$ cat src/rtl/bcds_pkg.sv
// Package: shared types, codes and constants for the battery status keeper.
`default_nettype none

package bcds_pkg;

   localparam int CAP_W   = 7;
   localparam int MV_W    = 13;
   localparam int TEMP_W  = 12;
   localparam int LIMIT_W = 4;
   localparam int CSR_INDEX_W = 3;
   localparam int CSR_DATA_W  = 13;
   localparam int LADDER_STEPS = 5;

   // Actions.
   localparam logic [1:0] ACT_TICK     = 2'd0;
   localparam logic [1:0] ACT_EVENT    = 2'd1;
   localparam logic [1:0] ACT_SHUTDOWN = 2'd2;

   // Charger event codes.
   localparam logic [3:0] EV_USB_CHARGE  = 4'd0;
   localparam logic [3:0] EV_AC_CHARGE   = 4'd1;
   localparam logic [3:0] EV_STOP        = 4'd2;
   localparam logic [3:0] EV_START       = 4'd3;
   localparam logic [3:0] EV_NOT_CHARGING = 4'd4;
   localparam logic [3:0] EV_DONE        = 4'd5;
   localparam logic [3:0] EV_OVERVOLTAGE = 4'd6;

   // Charge states.
   localparam logic [1:0] ST_DISCHARGING  = 2'd0;
   localparam logic [1:0] ST_CHARGING     = 2'd1;
   localparam logic [1:0] ST_NOT_CHARGING = 2'd2;
   localparam logic [1:0] ST_FULL         = 2'd3;

   // Health codes.
   localparam logic [1:0] HL_GOOD        = 2'd0;
   localparam logic [1:0] HL_UNKNOWN     = 2'd1;
   localparam logic [1:0] HL_OVERVOLTAGE = 2'd2;

   // Register indexes.
   localparam logic [CSR_INDEX_W-1:0] CSR_DEBOUNCE_LIMIT = 3'd0;
   localparam logic [CSR_INDEX_W-1:0] CSR_SHUTDOWN_MV    = 3'd1;
   localparam logic [CSR_INDEX_W-1:0] CSR_LADDER_1       = 3'd2;
   localparam logic [CSR_INDEX_W-1:0] CSR_LADDER_2       = 3'd3;
   localparam logic [CSR_INDEX_W-1:0] CSR_LADDER_3       = 3'd4;
   localparam logic [CSR_INDEX_W-1:0] CSR_LADDER_4       = 3'd5;
   localparam logic [CSR_INDEX_W-1:0] CSR_LADDER_5       = 3'd6;

   // Register reset values.
   localparam logic [LIMIT_W-1:0] LIMIT_RESET    = 4'd4;
   localparam logic [MV_W-1:0]    SHUTDOWN_RESET = 13'd3400;
   localparam logic [MV_W-1:0]    LADDER_1_RESET = 13'd3500;
   localparam logic [MV_W-1:0]    LADDER_2_RESET = 13'd3600;
   localparam logic [MV_W-1:0]    LADDER_3_RESET = 13'd3700;
   localparam logic [MV_W-1:0]    LADDER_4_RESET = 13'd3800;
   localparam logic [MV_W-1:0]    LADDER_5_RESET = 13'd3900;

   // Capacity estimates for each voltage step, and the full value.
   localparam logic [CAP_W-1:0] CAP_STEP_1 = 7'd5;
   localparam logic [CAP_W-1:0] CAP_STEP_2 = 7'd20;
   localparam logic [CAP_W-1:0] CAP_STEP_3 = 7'd50;
   localparam logic [CAP_W-1:0] CAP_STEP_4 = 7'd75;
   localparam logic [CAP_W-1:0] CAP_STEP_5 = 7'd90;
   localparam logic [CAP_W-1:0] CAP_FULL   = 7'd100;

   typedef struct packed {
      logic [LIMIT_W-1:0]                   debounce_limit;
      logic [MV_W-1:0]                      shutdown_mv;
      logic [LADDER_STEPS-1:0][MV_W-1:0]    ladder_mv;
   } cfg_type;

   typedef struct packed {
      logic [1:0]               action;
      logic [3:0]               event_code;
      logic                     battery_present;
      logic [CAP_W-1:0]         gauge_capacity;
      logic [MV_W-1:0]          voltage_mv;
      logic signed [TEMP_W-1:0] gauge_temperature;
      logic                     charger_present;
   } req_type;

   typedef struct packed {
      logic [CAP_W-1:0]         reported_capacity;
      logic [1:0]               charge_state;
      logic [1:0]               supply_health;
      logic                     usb_power_online;
      logic                     mains_power_online;
      logic                     capacity_changed;
      logic                     battery_fitted;
      logic signed [TEMP_W-1:0] latched_temperature;
      logic                     shutdown_latched;
   } rsp_type;

endpackage

`default_nettype wire

$ cat src/rtl/battery_capacity_debounce_status.sv
// Battery status keeper top level: input register, status update and result register.
//
// Usage:
//   Each transaction on the req_ channel carries one action (monitor tick,
//   charger event or shutdown check) with fresh gauge readings. Every
//   accepted transaction produces exactly one result transaction on the
//   rsp_ channel, in order, with the capacity and charger status as the
//   action leaves them.
//   An accepted transaction is processed as soon as the result register
//   is free or being read, and its result is registered there with
//   rsp_valid. One transaction per cycle while rsp_ready stays high; the
//   status update is a single pass through compare and select logic
//   between the input register and the result register. The csr_ port
//   writes one configuration register per cycle; the user must write it
//   only while the block is idle, which the block does not enforce;
//   writes to indexes beyond the last register are ignored.
//   Reset clears all status, empties both registers and restores the
//   default thresholds. If the receiver stalls, the result register holds
//   its transaction and the input register takes one more; req_ready then
//   drops until rsp_ready returns.
`default_nettype none

module battery_capacity_debounce_status (
   input  wire logic                               clock,
   input  wire logic                               reset,
   input  wire logic                               req_valid,
   output logic                                    req_ready,
   input  wire bcds_pkg::req_type                  req_data,
   output logic                                    rsp_valid,
   input  wire logic                               rsp_ready,
   output bcds_pkg::rsp_type                       rsp_data,
   input  wire logic                               csr_we,
   input  wire logic [bcds_pkg::CSR_INDEX_W-1:0]   csr_index,
   input  wire logic [bcds_pkg::CSR_DATA_W-1:0]    csr_wdata
);

   logic              in_valid_ff;
   bcds_pkg::req_type in_data_ff;
   logic              out_valid_ff;
   bcds_pkg::rsp_type out_data_ff;
   logic              step;
   bcds_pkg::cfg_type cfg;
   bcds_pkg::rsp_type result;

   assign step      = in_valid_ff && (!out_valid_ff || rsp_ready);
   assign req_ready = !in_valid_ff || step;

   always_ff @(posedge clock) begin
      if (reset) begin
         in_valid_ff  <= 1'b0;
         out_valid_ff <= 1'b0;
      end else begin
         if (req_ready) begin
            in_valid_ff <= req_valid;
         end
         if (step) begin
            out_valid_ff <= 1'b1;
         end else if (rsp_ready) begin
            out_valid_ff <= 1'b0;
         end
      end
   end

   always_ff @(posedge clock) begin
      if (req_valid && req_ready) begin
         in_data_ff <= req_data;
      end
      if (step) begin
         out_data_ff <= result;
      end
   end

   bcds_csr u_csr (
      .clock     (clock),
      .reset     (reset),
      .csr_we    (csr_we),
      .csr_index (csr_index),
      .csr_wdata (csr_wdata),
      .cfg       (cfg)
   );

   bcds_core u_core (
      .clock  (clock),
      .reset  (reset),
      .step   (step),
      .item   (in_data_ff),
      .cfg    (cfg),
      .result (result)
   );

   assign rsp_valid = out_valid_ff;
   assign rsp_data  = out_data_ff;

   // A held input transaction is processed as soon as the result slot frees.
   a_no_stuck_input: assert property (@(posedge clock) disable iff (reset)
      in_valid_ff && !out_valid_ff |-> step)
      else $error("pending transaction not processed with free result slot");

   a_zero_on_shutdown: assert property (@(posedge clock) disable iff (reset)
      out_valid_ff && out_data_ff.shutdown_latched |-> out_data_ff.reported_capacity == '0)
      else $error("nonzero capacity reported after shutdown");

endmodule

`default_nettype wire

$ cat src/rtl/bcds_csr.sv
// Configuration registers: debounce limit, shutdown threshold and voltage ladder.
`default_nettype none

module bcds_csr (
   input  wire logic                               clock,
   input  wire logic                               reset,
   input  wire logic                               csr_we,
   input  wire logic [bcds_pkg::CSR_INDEX_W-1:0]   csr_index,
   input  wire logic [bcds_pkg::CSR_DATA_W-1:0]    csr_wdata,
   output bcds_pkg::cfg_type                       cfg
);

   bcds_pkg::cfg_type cfg_ff;

   always_ff @(posedge clock) begin
      if (reset) begin
         cfg_ff.debounce_limit <= bcds_pkg::LIMIT_RESET;
         cfg_ff.shutdown_mv    <= bcds_pkg::SHUTDOWN_RESET;
         cfg_ff.ladder_mv[0]   <= bcds_pkg::LADDER_1_RESET;
         cfg_ff.ladder_mv[1]   <= bcds_pkg::LADDER_2_RESET;
         cfg_ff.ladder_mv[2]   <= bcds_pkg::LADDER_3_RESET;
         cfg_ff.ladder_mv[3]   <= bcds_pkg::LADDER_4_RESET;
         cfg_ff.ladder_mv[4]   <= bcds_pkg::LADDER_5_RESET;
      end else if (csr_we) begin
         case (csr_index)
            bcds_pkg::CSR_DEBOUNCE_LIMIT: begin
               cfg_ff.debounce_limit <= csr_wdata[bcds_pkg::LIMIT_W-1:0];
            end
            bcds_pkg::CSR_SHUTDOWN_MV: cfg_ff.shutdown_mv  <= csr_wdata;
            bcds_pkg::CSR_LADDER_1:    cfg_ff.ladder_mv[0] <= csr_wdata;
            bcds_pkg::CSR_LADDER_2:    cfg_ff.ladder_mv[1] <= csr_wdata;
            bcds_pkg::CSR_LADDER_3:    cfg_ff.ladder_mv[2] <= csr_wdata;
            bcds_pkg::CSR_LADDER_4:    cfg_ff.ladder_mv[3] <= csr_wdata;
            bcds_pkg::CSR_LADDER_5:    cfg_ff.ladder_mv[4] <= csr_wdata;
            default: ;
         endcase
      end
   end

   assign cfg = cfg_ff;

endmodule

`default_nettype wire

$ cat src/rtl/bcds_core.sv
// Status state and the combinational update that one transaction applies to it, registered on step.
`default_nettype none

module bcds_core (
   input  wire logic        clock,
   input  wire logic        reset,
   input  wire logic        step,
   input  wire bcds_pkg::req_type item,
   input  wire bcds_pkg::cfg_type cfg,
   output bcds_pkg::rsp_type result
);

   logic [bcds_pkg::CAP_W-1:0]          held_cap_ff, held_cap_in;
   logic [bcds_pkg::CAP_W-1:0]          last_sample_ff, last_sample_in;
   logic [bcds_pkg::LIMIT_W-1:0]        repeat_ff, repeat_in;
   logic                                started_ff, started_in;
   logic                                fitted_ff, fitted_in;
   logic signed [bcds_pkg::TEMP_W-1:0]  held_temp_ff, held_temp_in;
   logic [1:0]                          status_ff, status_in;
   logic [1:0]                          health_ff, health_in;
   logic                                usb_ff, usb_in;
   logic                                mains_ff, mains_in;
   logic                                shutdown_ff, shutdown_in;

   logic                                present_sel;
   logic [bcds_pkg::CAP_W-1:0]          gauge_sat;
   logic [bcds_pkg::CAP_W-1:0]          ladder_cap;
   logic [bcds_pkg::CAP_W-1:0]          sample;
   logic signed [bcds_pkg::TEMP_W-1:0]  sample_temp;
   logic [bcds_pkg::LIMIT_W-1:0]        repeat_inc;
   logic                                changed;

   // A tick takes presence from the gauge; an event uses the stored bit.
   assign present_sel = (item.action == bcds_pkg::ACT_TICK) ? item.battery_present : fitted_ff;
   assign gauge_sat   = (item.gauge_capacity > bcds_pkg::CAP_FULL) ? bcds_pkg::CAP_FULL
                                                                   : item.gauge_capacity;

   always_comb begin
      if (item.voltage_mv < cfg.ladder_mv[0]) begin
         ladder_cap = bcds_pkg::CAP_STEP_1;
      end else if (item.voltage_mv < cfg.ladder_mv[1]) begin
         ladder_cap = bcds_pkg::CAP_STEP_2;
      end else if (item.voltage_mv < cfg.ladder_mv[2]) begin
         ladder_cap = bcds_pkg::CAP_STEP_3;
      end else if (item.voltage_mv < cfg.ladder_mv[3]) begin
         ladder_cap = bcds_pkg::CAP_STEP_4;
      end else if (item.voltage_mv < cfg.ladder_mv[4]) begin
         ladder_cap = bcds_pkg::CAP_STEP_5;
      end else begin
         ladder_cap = bcds_pkg::CAP_FULL;
      end
   end

   assign sample      = present_sel ? gauge_sat : ladder_cap;
   assign sample_temp = item.battery_present ? item.gauge_temperature : '0;
   assign repeat_inc  = repeat_ff + 1'b1;

   always_comb begin
      held_cap_in    = held_cap_ff;
      last_sample_in = last_sample_ff;
      repeat_in      = repeat_ff;
      started_in     = started_ff;
      fitted_in      = fitted_ff;
      held_temp_in   = held_temp_ff;
      status_in      = status_ff;
      health_in      = health_ff;
      usb_in         = usb_ff;
      mains_in       = mains_ff;
      shutdown_in    = shutdown_ff;
      changed        = 1'b0;

      case (item.action)
         bcds_pkg::ACT_TICK: begin
            fitted_in = item.battery_present;
            if (!started_ff) begin
               started_in     = 1'b1;
               held_cap_in    = sample;
               last_sample_in = sample;
               repeat_in      = '0;
               changed        = 1'b1;
            end else if (shutdown_ff) begin
               changed = 1'b1;
            end else if (sample != last_sample_ff) begin
               last_sample_in = sample;
               repeat_in      = '0;
               if ((usb_ff || mains_ff) && sample == bcds_pkg::CAP_FULL) begin
                  status_in = bcds_pkg::ST_FULL;
               end
            end else begin
               repeat_in = repeat_inc;
               if (repeat_inc >= cfg.debounce_limit) begin
                  if ((usb_ff || mains_ff) && sample == bcds_pkg::CAP_FULL) begin
                     status_in = bcds_pkg::ST_FULL;
                  end
                  held_cap_in  = sample;
                  held_temp_in = sample_temp;
                  repeat_in    = '0;
                  changed      = 1'b1;
               end
            end
         end
         bcds_pkg::ACT_EVENT: begin
            case (item.event_code)
               bcds_pkg::EV_USB_CHARGE: begin
                  usb_in = 1'b1; mains_in = 1'b0;
                  status_in = bcds_pkg::ST_CHARGING; health_in = bcds_pkg::HL_GOOD;
               end
               bcds_pkg::EV_AC_CHARGE: begin
                  mains_in = 1'b1; usb_in = 1'b0;
                  status_in = bcds_pkg::ST_CHARGING; health_in = bcds_pkg::HL_GOOD;
               end
               bcds_pkg::EV_STOP: begin
                  usb_in = 1'b0; mains_in = 1'b0;
                  status_in = bcds_pkg::ST_DISCHARGING; health_in = bcds_pkg::HL_UNKNOWN;
               end
               bcds_pkg::EV_START: begin
                  status_in = bcds_pkg::ST_CHARGING; health_in = bcds_pkg::HL_GOOD;
               end
               bcds_pkg::EV_NOT_CHARGING: begin
                  status_in = bcds_pkg::ST_NOT_CHARGING; health_in = bcds_pkg::HL_GOOD;
               end
               bcds_pkg::EV_DONE: begin
                  status_in = bcds_pkg::ST_FULL; health_in = bcds_pkg::HL_GOOD;
               end
               bcds_pkg::EV_OVERVOLTAGE: begin
                  status_in = bcds_pkg::ST_NOT_CHARGING;
                  health_in = bcds_pkg::HL_OVERVOLTAGE;
               end
               default: ;
            endcase
            // The reload sees the supply flags as this event leaves them.
            held_cap_in = sample;
            if ((usb_in || mains_in) && sample == bcds_pkg::CAP_FULL) begin
               status_in = bcds_pkg::ST_FULL;
            end
         end
         bcds_pkg::ACT_SHUTDOWN: begin
            if (item.voltage_mv < cfg.shutdown_mv && !item.charger_present) begin
               shutdown_in = 1'b1;
            end
         end
         default: ;
      endcase
   end

   always_ff @(posedge clock) begin
      if (reset) begin
         held_cap_ff    <= '0;
         last_sample_ff <= '0;
         repeat_ff      <= '0;
         started_ff     <= 1'b0;
         fitted_ff      <= 1'b0;
         held_temp_ff   <= '0;
         status_ff      <= bcds_pkg::ST_DISCHARGING;
         health_ff      <= bcds_pkg::HL_GOOD;
         usb_ff         <= 1'b0;
         mains_ff       <= 1'b0;
         shutdown_ff    <= 1'b0;
      end else if (step) begin
         held_cap_ff    <= held_cap_in;
         last_sample_ff <= last_sample_in;
         repeat_ff      <= repeat_in;
         started_ff     <= started_in;
         fitted_ff      <= fitted_in;
         held_temp_ff   <= held_temp_in;
         status_ff      <= status_in;
         health_ff      <= health_in;
         usb_ff         <= usb_in;
         mains_ff       <= mains_in;
         shutdown_ff    <= shutdown_in;
      end
   end

   always_comb begin
      result.reported_capacity   = shutdown_in ? '0 : held_cap_in;
      result.charge_state        = status_in;
      result.supply_health       = health_in;
      result.usb_power_online    = usb_in;
      result.mains_power_online  = mains_in;
      result.capacity_changed    = changed;
      result.battery_fitted      = fitted_in;
      result.latched_temperature = held_temp_in;
      result.shutdown_latched    = shutdown_in;
   end

   // Once latched, shutdown holds until reset.
   a_shutdown_sticky: assert property (@(posedge clock) disable iff (reset)
      shutdown_ff |=> shutdown_ff)
      else $error("shutdown flag cleared without reset");

   a_started_sticky: assert property (@(posedge clock) disable iff (reset)
      started_ff |=> started_ff)
      else $error("started flag cleared without reset");

   a_cap_range: assert property (@(posedge clock) disable iff (reset)
      held_cap_ff <= bcds_pkg::CAP_FULL && last_sample_ff <= bcds_pkg::CAP_FULL)
      else $error("stored capacity above full scale");

   a_first_tick: assert property (@(posedge clock) disable iff (reset)
      step && !started_ff && item.action == bcds_pkg::ACT_TICK
      |=> started_ff && held_cap_ff == last_sample_ff && repeat_ff == '0)
      else $error("first tick did not load capacity");

endmodule

`default_nettype wire

$ cat config.mk
export PLATFORM = sky130hd
export DESIGN_NAME = battery_capacity_debounce_status
export DESIGN_NICKNAME = d
export VERILOG_FILES = /design/src/rtl/bcds_pkg.sv /design/src/rtl/battery_capacity_debounce_status.sv /design/src/rtl/bcds_csr.sv /design/src/rtl/bcds_core.sv
export SDC_FILE = /design/constraint.sdc
export NUM_CORES = 1
export LEC_CHECK = 0
export ABC_CLOCK_PERIOD_IN_PS = 8200
export BUFFER_PORTS_ARGS = -buffer_cell sky130_fd_sc_hd__buf_4
export CAP_MARGIN = 20
export CORE_UTILIZATION = 45
export CTS_CLUSTER_DIAMETER = 80
export DETAILED_ROUTE_END_ITERATION = 10
export MAX_ROUTING_LAYER = met4
export SLEW_MARGIN = 20
export SYNTH_ARGS = -nofsm -noshare
export SYNTH_HDL_FRONTEND = slang
export SYNTH_SLANG_ARGS = --single-unit
$ cat constraint.sdc
create_clock -name clock -period 8.2 [get_ports clock]
set_input_delay 0.82 -clock clock [delete_from_list [all_inputs] [get_ports clock]]
set_output_delay 0.82 -clock clock [all_outputs]
set_load 0.05 [all_outputs]
== Yosys cells after proc, flatten, opt, wreduce, memory -nomap -nowiden ==
Cells that the tools add are included.
Storage, ports and cells
  word-level logic and storage cells: 144
  output and inout port bits: 30
  input port bits: 61
  memory bits (read-only): 0
  bits in writable memories: 0
  memories: 0
  bits in latches: 0
  bits in registers: 191
Cells by class
  divide/modulo/power cells: 0
  shifts and indexed selects: 0
  bitwise logic cells: 0
  $lt $le $gt $ge: 8
  multiply operators: 0
  reductions and logical operators: 31
  add/sub/neg operators: 1
  multiplexer cells: 50
  equality and inequality tests: 18
Operators by type and width (number)
  two-way mux 7 bit: 13
  < comparator 13 bit: 6
  two-way mux 12 bit: 6
  two-way mux 4 bit: 4
  AND reduction 2 bit: 8
  two-way mux 2 bit: 7
  one-hot mux 7 bit (2 select lines): 1
  two-way mux 1 bit: 13
  == test 4 x 3 -> 1 bit, second input constant: 3
  == test 3 bit, second input constant: 3
  == test 4 x 2 -> 1 bit, second input constant: 2
  one-hot mux 2 bit (4 select lines): 1
  == test 7 bit, second input constant: 1
  greater-than comparator 7 bit, second input constant: 1
  != test 7 bit: 1
  == test 3 x 2 -> 1 bit, second input constant: 2
  two-way mux 6 bit: 1
  one-hot mux 2 bit (3 select lines): 1
  OR reduction 2 bit: 3
  logical AND 1 bit: 5
  OR reduction 5 bit: 1
  adder 4 x 1 -> 4 bit, second input constant: 1
  == test 4 x 1 -> 1 bit, second input constant: 1
  >= comparator 4 bit: 1
  15 further kinds: 22

== Longest topological paths before layout ==
Gate-level depths: netlist of the first run.
  depth in word-level cells: 15
  gate-level depth with buffers: 14
  gate-level depth less buffers: 13

== By module ==
A second synthesis of the first run with hierarchy kept.
Unflattened totals
  cells, all modules: 973
  area total of the unflattened synthesis: 10034.6 sq um
Modules (own cells, without submodules)
  bcds_core: seq. area each 780.7 sq um, cells an instance 595, area an instance 4684.5 sq um, instances 1
  bcds_csr: seq. area each 1641.6 sq um, cells an instance 300, area an instance 3204.3 sq um, instances 1
  battery_capacity_debounce_status: seq. area each 2082.0 sq um, cells an instance 78, area an instance 2145.8 sq um, instances 1

== Worst setup path after synthesis of the first run ==
No wires, ideal clock.
  kind: reg-to-reg
  start: register in_data_ff[19] (netlist name)
  end: register out_data_ff, in the netlist rsp_data[10], data pin
  path buffers: 1
  period minus slack after synthesis: 3.546 ns
  setup time: 0.262 ns
  cell stages (with the launch flop): 14
  arrival: 3.284 ns
  data required time: 7.938 ns
  setup slack: 4.654 ns
  cell sequence: edfxtp_1 -> ha_1 -> nand2_1 -> o21ai_0 -> a21oi_1 -> o311a_4 -> nand2b_1 -> a221oi_4 -> xnor2_1 -> nand4b_4 -> nor2_1 -> nor4b_4 -> buf_4 -> mux2_1
RTL lines
  start, declared: RTL line battery_capacity_debounce_status.sv:38  | bcds_pkg::req_type in_data_ff;
  start signal, assigned: RTL line battery_capacity_debounce_status.sv:66  | in_data_ff <= req_data;
  end signal, assigned: RTL line battery_capacity_debounce_status.sv:69  | out_data_ff <= result;
  end, declared: RTL line battery_capacity_debounce_status.sv:40  | bcds_pkg::rsp_type out_data_ff;

==> flow_metrics.py, run 1 <==
metrics = {
    "outcome": {
        "outcome": "finished, final reports clean",
    },
    "route": {
        "ant_nets": 0,
        "first_iter_violations": 456,
        "first_pass_iters": 5,
        "viasPerCell": 5.27,
        "route.detailed.drc": 0,
        "wirelength_mm": 22.5,
        "wl_per_cell_microns": 16.6,
        "vias": 7145,
    },
    "logic_synthesis": {
        "synth_edf_count": 68,
        "async_flop_share_pct": 0,
        "synth.distinct_cells": 66,
        "seq_area_frac_synth_pct": 47.9,
        "yosysMostFrequentCell": "nand2_1",
        "yosys_register_bits": 191,
        "avgSynthCellArea_sq_um": 9.42,
        "synth_warnings": 0,
        "syn_inst": 998,
        "synth_area_sq_um": 9400,
        "synth_top_flop_cell": "dfxtp_1",
        "synth_area_leaders": "dfxtp_1 26%, edfxtp_1 22%, ha_1 10%, nand2_1 6.6%, a21oi_1 4.8%",
        "synth_commonest_cells": "166 x nand2_1, 123 x dfxtp_1, 91 x inv_1",
        "yosysTopAreaCellShare_pct": 26.2,
        "synth_top_cell_by_area": "dfxtp_1",
        "syn-num-nets": 1136,
    },
    "timing": {
        "setup_viol": 0,
        "slew_headroom_pct": 27.8,
        "skew_ns": 0.0162,
        "rsz0062_at_grt": "no",
        "tns_ns": 0,
        "min_period_ns": 4.38,
        "drv_slew": 0,
        "layout_worst_path_cycle_share_pct": 53.4,
        "hold_viol": 0,
        "worst_slew_pin_slew_ns": 1.08,
        "fmax_mhz": 228,
    },
    "floorplan": {
        "fp.dieArea_sq_um": 21500,
        "fp.coreArea_sq_um": 20400,
        "die_h_microns": 147,
        "start_util_pct": 46.2,
        "rows": 52,
        "fp.dieW_microns": 147,
        "io_pins": 91,
    },
    "placement": {
        "portBuffers": 90,
        "place_hpwl_mm": 15.7,
        "place_congestion": 0.856,
        "postPlaceCellArea_sq_um": 10300,
    },
    "worst_setup_path": {
        "cp_max_fo": 12,
        "start_kind": "flip-flop",
        "critical-path-slowest-cell": "nor4b_4",
        "critPathTopFamily": "simple AND/OR/NAND/NOR gates",
        "required_ns": 8.40,
        "path_common_cell": "a22oi_1",
        "worstSetupEndpointType": "flip-flop",
        "cpPeakStageDelay_ns": 0.73,
        "timing_worst_setup_path_type": "reg -> reg",
        "cp_num_buf_inv": 0,
        "worst_ep_arrival_time_ns": 4.58,
        "crit_chain": "ha_1, a21oi_1, o211ai_1, a22oi_1, a22oi_1, nor4b_1, nor4_1, and4b_1, nand4b_4, nor2_1, nor4b_4, mux2_2",
    },
    "clock_network": {
        "postCtsSetupBuffers": 0,
        "cts_root_buf": "clkbuf_16",
        "clock_sinks": 191,
        "clockBufferDepth": 2,
        "clk_latency_ns": 0.45,
        "holdBufCountCts": 0,
        "ctsHtreeMaxLevel": 4,
        "path_clk_slew_ns": 0.08,
        "cts_buffers": 17,
        "cts_tree": "built",
        "ctsResizeCount": 0,
    },
    "pwr": {
        "power.leakage_nw": 4.56,
        "total_power_mw": 2.14,
        "p_sw_mw": 0.615,
        "p_clk_share_pct": 40.6,
        "power_density_nw_per_um2": 196,
        "intPower_mw": 1.53,
        "power_frac_comb_pct": 10.8,
        "ir_worst_vdd_mv": 0.130,
        "sw_frac_of_total_pct": 28.7,
        "power_frac_seq_pct": 48.6,
    },
    "final_layout": {
        "n_antenna_cell": 0,
        "nFillCells": 1902,
        "layout-drive-gt1-share_pct": 13.7,
        "nNetsFinal": 1210,
        "final_area_sq_um": 10900,
        "syn2layout_area_growth_pct": 16.2,
    },
    "global_routing": {
        "grt_pass1_wl_mm": 36.4,
        "gr-total-overflow": 0,
        "grt_antenna_before_repair": 0,
        "grt_start_max_net_pins": 68,
        "grt_usage_pct": 22.5,
        "grt_pass1_vias": 6824,
    },
    "hold_path": {
        "hp-class": "reg -> reg",
    },
    "run": {
        "maxCapViolCount": 0,
    },
}
[final timing paths]
kind / from / end / slack [ns] / depth (start not counted)
max reg2reg: in_data_ff[17] / rsp_data[11] / 3.82 / 12
max: in_data_ff[17] / rsp_data[11] / 3.82 / 12
min reg2reg: u_csr.cfg[77] / u_csr.cfg[77] / 0.46 / 2
min: u_csr.cfg[77] / u_csr.cfg[77] / 0.46 / 2
[cell type report]
class / instances / area, sq um / area share (%)
Multi-Input combinational cell: 673 / 4380 / 40.1
Inverter: 94 / 355 / 3.25
Tap cell: 270 / 338 / 3.09
Clock inverter: 15 / 206 / 1.89
Timing Repair Buffer: 95 / 713 / 6.53
Clock buffer: 17 / 425 / 3.89
Sequential cell: 191 / 4500 / 41.2
[flip-flops by register name, indices dropped and copies added, names as in the netlist]
| register | count |
|---|---|
| u_core.started_ff | 1 |
| in_valid_ff | 1 |
| u_core.mains_ff | 1 |
| u_core.shutdown_ff | 1 |
| u_csr.cfg | 82 |
| u_core.held_cap_ff | 7 |
| u_core.status_ff | 2 |
| u_core.usb_ff | 1 |
| u_core.repeat_ff | 4 |
| u_core.last_sample_ff | 7 |
| rsp_data | 28 |
| in_data_ff | 40 |
| u_core.fitted_ff | 1 |
| u_core.held_temp_ff | 12 |
| u_core.health_ff | 2 |
| rsp_valid | 1 |
[worst reg2reg max path, delay by kind of cell, from the launching register on]
kind	cells	cell delay, ns
compound gates	4	1.05
mux	1	0.41
flops	1	0.52
fa+ha+maj	1	0.36
simple gates	6	1.80
[metrics by stage]
stage	hold slack (ns)	worst slack, ns	instances	utilization (%)
after floorplan	0.432	4.65	998	-
after global placement	0.440	3.87	1322	50.5
after detailed placement	0.446	3.83	1322	50.5
after CTS	0.459	3.80	1354	53.6
after global routing	0.473	3.46	1355	53.6
final	0.457	3.82	1355	53.6
[routing by layer]
metal | GRT usage, % | up-vias | routed length [microns] | share of wire, %
met2 | 35.3 | 128 | 10500 | 46
met5 | - | - | 0 | 0
li1 | - | 3631 | - | -
met3 | 3.59 | 21 | 677 | 3.0
met4 | 6.15 | 0 | 272 | 1.2
met1 | 30.0 | 3365 | 11100 | 49
[power groups by stage]
stage          sequential [mW]  combinational [mW]  clock, mW
2_1_floorplan             1.08               0.131          0
3_3_place_gp              1.06               0.230          0
3_5_place_dp              1.06               0.232          0
4_1_cts                   1.04               0.233      0.885
5_1_grt                   1.04               0.258      0.922
6_report                  1.04               0.232      0.869
[kinds of logic (layout without fill, tap and decap cells)]
group                    Yosys count  in the layout  share of synthesized area, %
AO/OA/AOI/OAI                    216            216                          14.7
XOR/XNOR                           3              3                         0.280
adder cells (fa/ha/maj)           77             77                          10.2
buffers and inverters            134            221                          5.59
flip-flops                       191            191                          47.9
multiplexers                      42             42                          4.78
AND/OR/NAND/NOR                  335            335                          16.5
[layout by cell type (no fill, tap or decap), drive strengths merged, types with 3 or more instances in the layout]
cell type,instances
a211oi,4
a21o,10
a21oi,91
a22oi,6
a31oi,5
a32o,5
and2,15
and3,3
buf,95
clkbuf,17
clkinv,9
dfxtp,123
edfxtp,68
ha,77
inv,100
mux2,13
mux2i,29
nand2,167
nand2b,10
nand3,10
nand4,10
nor2,73
nor2b,11
nor3,18
nor4,4
nor4b,3
o211ai,32
o21ai,38
o31ai,4
or3,4
(Power assumes the default switching activity.)
==> run 2, diff against run 1 <==
- ABC_CLOCK_PERIOD_IN_PS: 8200 -> 3850
- PLACE_DENSITY: unset -> 0.66
- clock period: 8.2 -> 3.85 ns (I/O delays scaled with it)
==> run 2 against run 1 <==
Compared with the run above: global-route usage up 0.27 points; sequential cell count unchanged; clock-buffer cell count unchanged; register-to-register slack worse by 3.8 ns; cell count up 1.7%; via count up 2.6%; sequential power up 110%; worst setup slack worse by 3.8 ns; worst hold slack worse by 0.36 ns; die area unchanged; clock skew up 0.00091 ns; critical path type unchanged; highest routed layer unchanged.
==> flow_metrics.py, run 2 (synthesis gave the netlist of run 1 again) <==
metrics = {
    "outcome": {
        "outcome": "finished, final reports clean",
    },
    "route": {
        "vias": 7328,
        "first_iter_violations": 513,
        "wl_per_cell_microns": 16.9,
        "route.detailed.drc": 0,
        "ant_nets": 0,
        "wirelength_mm": 23.3,
        "first_pass_iters": 5,
        "viasPerCell": 5.32,
    },
    "global_routing": {
        "grt_pass1_vias": 7075,
        "use_met2_pct": 36.9,
        "gr-total-overflow": 0,
        "use_met3_pct": 4.09,
        "grt_util_met1_pct": 28.7,
        "grt_most_used_layer": "met2",
        "grt_pass1_wl_mm": 36.9,
        "grt_antenna_before_repair": 0,
        "grt_usage_pct": 22.7,
        "grt_start_max_net_pins": 68,
    },
    "worst_setup_path": {
        "cp_max_fo": 6,
        "required_ns": 4.06,
        "cpPeakStageDelay_ns": 0.48,
        "crit_chain": "buf_4, ha_1, a21o_1, a31oi_4, o31a_1, nor4b_2, nor4_1, and4b_1, nand4b_4, nor2_2, nor4b_4, buf_4, clkbuf_16, mux2_1",
        "timing_worst_setup_path_type": "reg -> reg",
        "r2r_end": "rsp_data[2]",
        "path_common_cell": "buf_4",
        "critPathTopFamily": "simple AND/OR/NAND/NOR gates",
        "cp_num_buf_inv": 3,
        "worst_ep_arrival_time_ns": 4.00,
        "reg2reg_from": "in_data_ff[17]",
        "worstRegToRegCells": 14,
        "worstSetupEndpointType": "flip-flop",
        "start_kind": "flip-flop",
        "critical-path-slowest-cell": "edfxtp_1",
        "reg2reg_setup_slack_ns": 0.06,
    },
    "timing": {
        "layout_worst_path_cycle_share_pct": 98.3,
        "setup_viol": 0,
        "drv_slew": 0,
        "skew_ns": 0.0172,
        "worst_slew_pin_slew_ns": 1.10,
        "hold_viol": 0,
        "min_period_ns": 3.79,
        "hold-worst-slack_ns": 0.101,
        "slew_headroom_pct": 26.4,
        "fmax_mhz": 264,
        "tns_ns": 0,
    },
    "final_layout": {
        "nNetsFinal": 1233,
        "layout-drive-gt1-share_pct": 18.3,
        "syn2layout_area_growth_pct": 21.0,
        "largest_reg_flops": 82,
        "layout_common_cells": "166 x nand2_1, 123 x dfxtp_1, 113 x buf_4, 91 x inv_1, 85 x a21oi_1",
        "n_antenna_cell": 0,
        "utilization_pct": 55.9,
        "final_common_cell": "nand2_1",
    },
    "clock_network": {
        "clk_latency_ns": 0.45,
        "path_clk_slew_ns": 0.09,
        "ctsHtreeMaxLevel": 4,
        "cts_tree": "built",
        "clockBufferDepth": 2,
        "clock_sinks": 191,
        "cts_buffers": 17,
        "cts_root_buf": "clkbuf_16",
    },
    "floorplan": {
        "fp.dieW_microns": 147,
        "fp.coreArea_sq_um": 20400,
        "fp.dieArea_sq_um": 21500,
        "die_h_microns": 147,
        "rows": 52,
        "start_util_pct": 46.2,
        "io_pins": 91,
    },
    "hold_path": {
        "hp-class": "in -> reg",
        "holdPathEnd": "in_data_ff[7]",
        "hp-start": "req_data[7]",
        "hold_depth": 1,
    },
    "placement": {
        "portBuffers": 90,
        "place_congestion": 0.876,
        "place_hpwl_mm": 15.6,
    },
    "pwr": {
        "ir_worst_vdd_mv": 0.291,
        "power.leakage_nw": 4.72,
        "power_density_nw_per_um2": 412,
    },
    "run": {
        "maxCapViolCount": 0,
    },
}
-- run 2: cell count changes in the layout (fill, tap and decap cells not counted), sizes merged --
cell and delta:
clkinv -4, buf +22, inv +4, clkbuf +1
-- run 2: worst max path at each step --
| stage | from | end | depth (start not counted) |
|---|---|---|---|
| 2_1_floorplan | in_data_ff[19] | rsp_data[10] | 13 |
| 3_3_place_gp | in_data_ff[24] | rsp_data[12] | 13 |
| 3_5_place_dp | in_data_ff[24] | rsp_data[11] | 13 |
| 4_1_cts | in_data_ff[24] | rsp_data[11] | 13 |
| 5_1_grt | in_data_ff[17] | rsp_data[2] | 14 |
| 6_report | in_data_ff[17] | rsp_data[2] | 14 |
-- run 2: metal layers --
layer	up-vias	wire [microns]
li1	3676	-
met1	3452	10700
met2	157	11100
met3	43	947
met4	0	558
met5	-	0
-- run 2: stage by stage --
step	setup WS (ns)	power, mW	cells	cell area (sq um)
floorplan	0.304	2.57	998	9400
global placement	-0.0636	2.76	1332	10400
detailed placement	-0.0117	2.76	1332	10400
CTS	0.0607	4.66	1364	11000
global route	-0.0324	4.84	1378	11400
finish	0.0641	4.68	1378	11400
-- run 2: timing repair --
item | CTS | global route
pin swaps | 0 | 20
hold buffers | 0 | 0
gates cloned | 0 | 1
setup buffers | 0 | 14
endpoints found under the setup margin | 12 | 42
resized for setup | 1 | 40
-- run 2: where the power goes --
part           total, mW  leakage, nW  internal, mW  switching, mW
sequential          2.21         1.66          2.16         0.0461
combinational      0.552         2.75         0.216          0.336
clock               1.92        0.314         0.931          0.992
-- run 2: worst register-to-register path, cell delays in order, from the launching register on --
cell	delay (ns)
edfxtp_1	0.48
buf_4	0.19
ha_1	0.35
a21o_1	0.23
a31oi_4	0.19
o31a_1	0.34
nor4b_2	0.08
nor4_1	0.30
and4b_1	0.29
nand4b_4	0.12
nor2_2	0.13
nor4b_4	0.19
buf_4	0.18
clkbuf_16	0.16
mux2_1	0.31
-- run 2: final cells by class --
type                            count  area, sq um
Clock inverter                     15          225
Timing Repair Buffer              118          945
Sequential cell                   191         4500
Fill cell                        1796         8990
Multi-Input combinational cell    673         4580
Inverter                           94          355
Clock buffer                       17          425
Tap cell                          270          338
==> run 3, diff against run 2 <==
- PLACE_DENSITY: 0.66 -> 0.68
==> run 3 against run 2 <==
Compared with the run above: clock power down 3%; clock skew down 0.0034 ns; die area unchanged; worst setup slack worse by 0.0011 ns; first-iteration DRC count down 18%; sequential cell count unchanged; non-clock buffer count up 3; clock-buffer cell count unchanged; cell count up 0.22%; power down 1.8%.
==> flow_metrics.py, run 3 (synthesis gave the netlist of run 1 again) <==
metrics = {
    "timing": {
        "hold-worst-slack_ns": 0.108,
        "worst_slew_pin_slew_ns": 1.06,
        "tns_ns": 0,
        "setup_slack_ns": 0.0631,
        "setup_viol": 0,
        "slew_headroom_pct": 29.3,
        "layout_worst_path_cycle_share_pct": 98.4,
        "min_period_ns": 3.79,
        "rsz0062_at_grt": "yes",
        "fmax_mhz": 264,
        "drv_slew": 0,
        "hold_viol": 0,
        "skew_ns": 0.0138,
    },
    "final_layout": {
        "final_common_cell": "nand2_1",
        "syn2layout_area_growth_pct": 20.4,
        "final_area_sq_um": 11300,
        "n_antenna_cell": 0,
        "utilization_pct": 55.6,
        "nNetsFinal": 1236,
        "layout-drive-gt1-share_pct": 17.7,
        "largest_reg_flops": 82,
        "layout_common_cells": "166 x nand2_1, 123 x dfxtp_1, 115 x buf_4, 91 x inv_1, 87 x a21oi_1",
        "stdcell_count": 1381,
        "nFillCells": 1814,
    },
    "floorplan": {
        "rows": 52,
        "die_h_microns": 147,
        "start_util_pct": 46.2,
        "fp.dieArea_sq_um": 21500,
        "io_pins": 91,
        "fp.dieW_microns": 147,
        "fp.coreArea_sq_um": 20400,
    },
    "clock_network": {
        "cts_tree": "built",
        "clk_latency_ns": 0.45,
        "ctsHtreeMaxLevel": 4,
        "cts_buffers": 17,
        "holdBufCountCts": 0,
        "path_clk_slew_ns": 0.09,
        "clockBufferDepth": 2,
        "cts_root_buf": "clkbuf_16",
        "clock_sinks": 191,
    },
    "worst_setup_path": {
        "required_ns": 4.19,
        "worstSetupEndpointType": "flip-flop",
        "timing_worst_setup_path_type": "reg -> reg",
        "worst_ep_arrival_time_ns": 4.12,
        "start_kind": "flip-flop",
        "cp_max_fo": 9,
    },
    "pwr": {
        "intPower_mw": 3.28,
        "power_frac_comb_pct": 11.6,
        "total_power_mw": 4.60,
        "p_sw_mw": 1.32,
        "power.leakage_nw": 4.71,
        "ir_worst_vdd_mv": 0.308,
        "p_clk_share_pct": 40.4,
        "sw_frac_of_total_pct": 28.7,
        "power_frac_seq_pct": 48.1,
        "power_density_nw_per_um2": 406,
    },
    "global_routing": {
        "grt_usage_pct": 22.0,
        "grt_antenna_before_repair": 0,
        "grt_pass1_vias": 7031,
        "grt_start_max_net_pins": 67,
        "grt_pass1_wl_mm": 36.1,
        "gr-total-overflow": 0,
    },
    "route": {
        "ant_nets": 0,
        "route.detailed.drc": 0,
        "first_iter_violations": 423,
        "wirelength_mm": 22.5,
        "viasPerCell": 5.28,
        "vias": 7290,
        "wl_per_cell_microns": 16.3,
        "first_pass_iters": 5,
    },
    "placement": {
        "postPlaceCellArea_sq_um": 10400,
        "portBuffers": 90,
        "pre_cts_ws_ns": -0.132,
        "place_congestion": 0.866,
        "place_hpwl_mm": 15.4,
        "dp_cells": 1334,
    },
    "run": {
        "maxCapViolCount": 0,
    },
    "hold_path": {
        "hp-class": "in -> reg",
    },
    "outcome": {
        "outcome": "finished, final reports clean",
    },
}
-- run 3: path summary, 6_finish.rpt --
check,depth (start not counted),start,endpoint,slack [ns]
setup / recovery,13,in_data_ff[25],u_core.held_cap_ff[1],0.06
hold / removal,1,req_data[9],in_data_ff[9],0.11
setup reg to reg,13,in_data_ff[25],u_core.held_cap_ff[1],0.06
hold reg to reg,2,u_csr.cfg[0],u_csr.cfg[0],0.46
-- run 3: worst max-delay path, stage by stage, from the launching register on --
cell and delay, ns:
edfxtp_1 0.52, ha_1 0.39, nand4_1 0.17, a211oi_1 0.30, a22oi_2 0.15, a22oi_2 0.31
nor2_1 0.09, nor4_1 0.24, and4b_1 0.30, nand4b_4 0.13, buf_4 0.19, o31a_1 0.36
o311a_1 0.33, a41o_1 0.20
-- run 3: cell type report --
type                       instances  area (sq um)  area share (%)
clock buffer                      17           425            3.76
clock inverter                    15           221            1.96
inverter                          94           355            3.14
multi-input combinational        673          4500            39.8
sequential                       191          4500            39.8
tap                              270           338            2.98
timing repair buffer             121           971            8.58
-- run 3: layer usage --
metal	vias up	global-route usage [%]	part of all wire (%)
met3	37	3.91	3.8
met2	168	34.4	47
met4	0	8.59	2.7
met1	3406	28.3	46
met5	-	-	0
li1	3679	-	-
-- run 3: what timing repair did --
item,in CTS,in global routing
gates cloned,0,1
pin swaps,0,8
endpoints found under the hold margin,0,0
resized for setup,3,26
setup buffers,1,13
endpoints found under the setup margin,30,38
-- run 3: power groups by stage --
stage	Combinational, mW	Sequential [mW]	Clock [mW]
after floorplan	0.278	2.29	0
after global placement	0.497	2.26	0
after detailed placement	0.503	2.26	0
after CTS	0.509	2.21	1.89
after global routing	0.586	2.22	1.96
final	0.532	2.21	1.86
